<file path="config.mk">
export PLATFORM = sky130hd
export DESIGN_NAME = dmva_lane
export DESIGN_NICKNAME = d
export VERILOG_FILES = /design/src/rtl/dmva_pkg.sv /design/src/rtl/dmva_lane.sv
export SDC_FILE = /design/constraint.sdc
export NUM_CORES = 1
export LEC_CHECK = 0
export ABC_AREA = 1
export BUFFER_PORTS_ARGS = -buffer_cell sky130_fd_sc_hd__clkbuf_2
export CORE_MARGIN = 2
export CORE_UTILIZATION = 47
export DETAILED_ROUTE_END_ITERATION = 10
export PLACE_DENSITY = 0.85
export SYNTH_ARGS = -nofsm -noshare
export SYNTH_HDL_FRONTEND = slang
export SYNTH_SLANG_ARGS = --single-unit
</file>
<file path="constraint.sdc">
create_clock -name vclk -period 4.8
set_input_delay 0.96 -clock vclk [all_inputs]
set_output_delay 0.96 -clock vclk [all_outputs]
set_load 0.01 [all_outputs]
</file>
<file path="src/rtl/dmva_pkg.sv">
// dmva_pkg: shared widths, mode codes and lane control type for the
// dual matrix-vector accumulator; no dependencies
`default_nettype none

package dmva_pkg;

  localparam int unsigned VECTOR_LENGTH_DEF = 4096;
  localparam int unsigned IDX_W = 12;
  localparam int unsigned FIX_W = 32;
  localparam int unsigned SUM_W = 64;

  localparam logic signed [SUM_W-1:0] SUM_MAX = {1'b0, {(SUM_W-1){1'b1}}};
  localparam logic signed [SUM_W-1:0] SUM_MIN = {1'b1, {(SUM_W-1){1'b0}}};

  typedef enum logic [1:0] {
    MODE_LOAD = 2'd0,
    MODE_ACC  = 2'd1,
    MODE_READ = 2'd2
  } mode_t;

  typedef struct packed {
    logic load;
    logic acc;
    logic fwd_hit;
  } lane_ctrl_t;

endpackage

`default_nettype wire

</file>
<file path="src/rtl/dmva_lane.sv">
// dmva_lane: read-modify-write datapath of one accumulator memory
// forward select, saturating add, load replace; depends on dmva_pkg
`default_nettype none

module dmva_lane
  import dmva_pkg::*;
(
  input  wire lane_ctrl_t              ctrl,
  input  wire logic signed [SUM_W-1:0] rdata,
  input  wire logic signed [SUM_W-1:0] fwd_data,
  input  wire logic signed [SUM_W-1:0] value,
  output      logic signed [SUM_W-1:0] operand,
  output      logic signed [SUM_W-1:0] wdata,
  output      logic                    ovf
);

  logic signed [SUM_W-1:0] sum;
  logic                    raw_ovf;

  assign operand = ctrl.fwd_hit ? fwd_data : rdata;
  assign sum     = operand + value;
  assign raw_ovf = (operand[SUM_W-1] == value[SUM_W-1]) &&
                   (sum[SUM_W-1] != operand[SUM_W-1]);
  assign ovf     = ctrl.acc && raw_ovf;

  always_comb begin
    if (ctrl.load) begin
      wdata = value;
    end else if (raw_ovf) begin
      wdata = operand[SUM_W-1] ? SUM_MIN : SUM_MAX;
    end else begin
      wdata = sum;
    end
  end

endmodule

`default_nettype wire
</file>
==> flow_summary_export.csv <==
group,metric,value,unit
outcome,status,"finished with violations",
outcome,violations,"negative setup slack",
final_layout,clockBufferCount,0,
final_layout,diodes,0,
setup_path,critPathArrivalTime,3.87,ns
sta,period_needed,4.83,ns
setup_path,crit_path_end_kind,"primary output",
logic_synthesis,syn_nets,1882,
detailed_routing,wl_per_cell,17.9,µm
min_path,holdPathStages,3,
place,placed_area,10700,µm²
final_layout,seq_cells,0,
grt,grt_max_degree,40,
place,dp_hpwl,30.1,mm
min_path,hold_end,"ovf",
sta,fmax,207,MHz
setup_path,crit_path_frequent_cell,"nand2_1",
min_path,min_path_type,"input port to primary output",
logic_synthesis,yosys.area.top_type_share,0.293,
logic_synthesis,syn_inst,1623,
grt,grtUsageTotal,0.370,
logic_synthesis,yosysSeqAreaShare,0,
sta,finalSetupTns,-0.0461,ns
die,dieArea,18100,µm²
logic_synthesis,yosys_warnings,0,
sta,setup_viol,2,
logic_synthesis,yosysTopAreaCell,"nand2_1",
logic_synthesis,syn_avg_cell_area,4.94,µm²
final_layout,area_growth,50.2,%
detailed_routing,wl_met1,15.6,mm
grt,antenna_found_initial,1,
grt,grt_pass1_vias,10707,
logic_synthesis,synth_cell_types,33,
detailed_routing,wl_met2,18.7,mm
flow_run,cap_violations,0,
die,num_rows,47,
sta,setup_slack,-0.0253,ns
setup_path,cp_slowest_cell,"mux2_2",
setup_path,cp_num_buf_inv,4,
sta,slew_headroom,0.550,
detailed_routing,vias,12185,
logic_synthesis,synth_commonest_cells,"626 x nand2_1, 340 x inv_1, 173 x nor2_1",
final_layout,drive_above_1_share,0.350,
logic_synthesis,synth_most_common_cell,"nand2_1",
die,ioPinCount,324,
detailed_routing,dr.first_iter.drc_count,1004,
die,die_x,135,µm
grt,grt_pass1_wl,53.4,mm
final_layout,register_area,0,µm²
logic_synthesis,netlist_top_cells_area,"nand2_1 29%, inv_1 16%, ha_1 9.8%",
die,initial_core_util,0.482,
sta,finalHoldViolCount,0,
setup_path,max_stage_delay,0.45,ns
place,globalplace.congestion,1.01,
sta,maxSlewViolCount,0,
sta,holdWs,2.24,ns
setup_path,cp_max_fo,5,
sta,worst_pin_slew,0.667,ns
die,fp.dieH,135,µm
setup_path,start_kind,"input port",
clocking,postCtsHoldBufs,0,
setup_path,path_cells,"buf_16 > buf_12 > mux2_2 > ha_4 > nand2_1 > nor2_1 > nand2_1 > nor2_1 > nand2_1 > nand3_1 > buf_4 > xor2_1 > nand3_1 > a21oi_2 > clkbuf_2",
detailed_routing,wirelength,40.9,mm
grt,overflow,0,
detailed_routing,detail-route-antenna-nets,0,
power,leakage,7.43,nW
logic_synthesis,syn_area,8020,µm²
die,coreArea,16600,µm²
sta,period_share,1.01,
setup_path,crit_required,3.84,ns
min_path,min-delay-start,"ctrl[1]",
detailed_routing,maxUsedRoutingLayer,"met5",
sta,rsz0062_at_grt,"true",
detailed_routing,post-route-drc-count,0,
place,io_buffers,324,
power,ir_drop,115,µV
final_layout,final_nets,2323,
detailed_routing,route.met3.wl,4.08,mm
setup_path,crit_start,"ctrl[0]",
detailed_routing,dr.pass1.iters,7,
setup_path,crit_family,"simple AND/OR/NAND/NOR gates",
setup_path,path_class,"input port to primary output",
power,powerDensity,163,nW/µm²
detailed_routing,viasPerCell,5.34,
final_layout,design_area,12000,µm²
[power breakdown]
group	switching (mW)	internal (mW)	total, mW
Sequential	0	0	0
Clock	0	0	0
Combinational	1.15	0.808	1.96
Total	1.15	0.808	1.96
[per-layer routing]
| metal | up-vias | GRT usage |
|---|---|---|
| met5 | - | 0 |
| met4 | 2 | 0.139 |
| met3 | 175 | 0.0465 |
| met2 | 734 | 0.649 |
| met1 | 5429 | 0.461 |
| li1 | 5845 | - |
[layout by cell type, fill, tap and decap left out, types with 3 or more instances in the layout]
cell type	synthesis	final
nand4_1	17	17
clkbuf_16	0	10
buf_4	0	119
a21oi_2	60	66
nand2_1	626	599
buf_12	0	7
mux2_4	0	6
mux2_2	62	56
nor3_1	11	7
nand3_2	0	8
nor2_2	5	18
a21oi_1	44	36
nand3_1	124	116
o21ai_0	6	5
buf_2	12	3
buf_16	0	8
buf_6	6	4
nand2_2	7	32
inv_1	340	339
ha_4	0	36
nor2_4	0	7
nor3_2	1	4
nor2_1	173	153
and2_1	4	3
ha_1	63	26
inv_2	3	4
xor2_1	29	29
clkbuf_2	0	320
[worst max path at each step]
stage	endpoint	cells past startpoint	slack, ns
after CTS	wdata[61]	19	0.0004
after global placement	wdata[58]	18	0.00002
final	wdata[25]	15	-0.03
after global routing	wdata[28]	16	-0.11
after floorplan	wdata[10]	19	0.06
after detailed placement	wdata[34]	20	-0.08
[layout make-up]
type | count | area (µm²)
fill | 1431 | 4600
inverter | 345 | 1300
multi-input combinational | 1246 | 7300
tap | 220 | 275
timing repair buffer | 471 | 3170
[per-stage QoR]
step / util / power [mW] / setup WS [ns] / instances
after floorplan: - / 1.03 / 0.0635 / 1623
after global placement: 0.644 / 1.65 / 0.0000182 / 2253
after detailed placement: 0.644 / 1.67 / -0.0831 / 2253
after CTS: 0.672 / 1.75 / 0.000397 / 2265
after global routing: 0.724 / 2.10 / -0.111 / 2282
final: 0.724 / 1.96 / -0.0253 / 2282
[worst min-delay path, stage by stage]
cell      delay [ns]
clkbuf_2        0.07
a21boi_1        0.11
buf_2           0.14
[cells by family after synthesis]
| kind of cell | Yosys count | synth area share |
|---|---|---|
| AOI/OAI and AO/OA | 112 | 0.0986 |
| buffers and inverters | 377 | 0.184 |
| adders and majority gates | 64 | 0.101 |
| and+or+nand+nor | 977 | 0.495 |
| muxes | 62 | 0.0871 |
| xor gates and xnor gates | 31 | 0.0339 |
[repair_timing]
item,CTS,global route
cloned,5,14
gates resized for setup,45,101
pin swaps,4,18
endpoints found under the setup margin,63,64
buffers inserted,7,3
(Power assumes the default switching activity.)
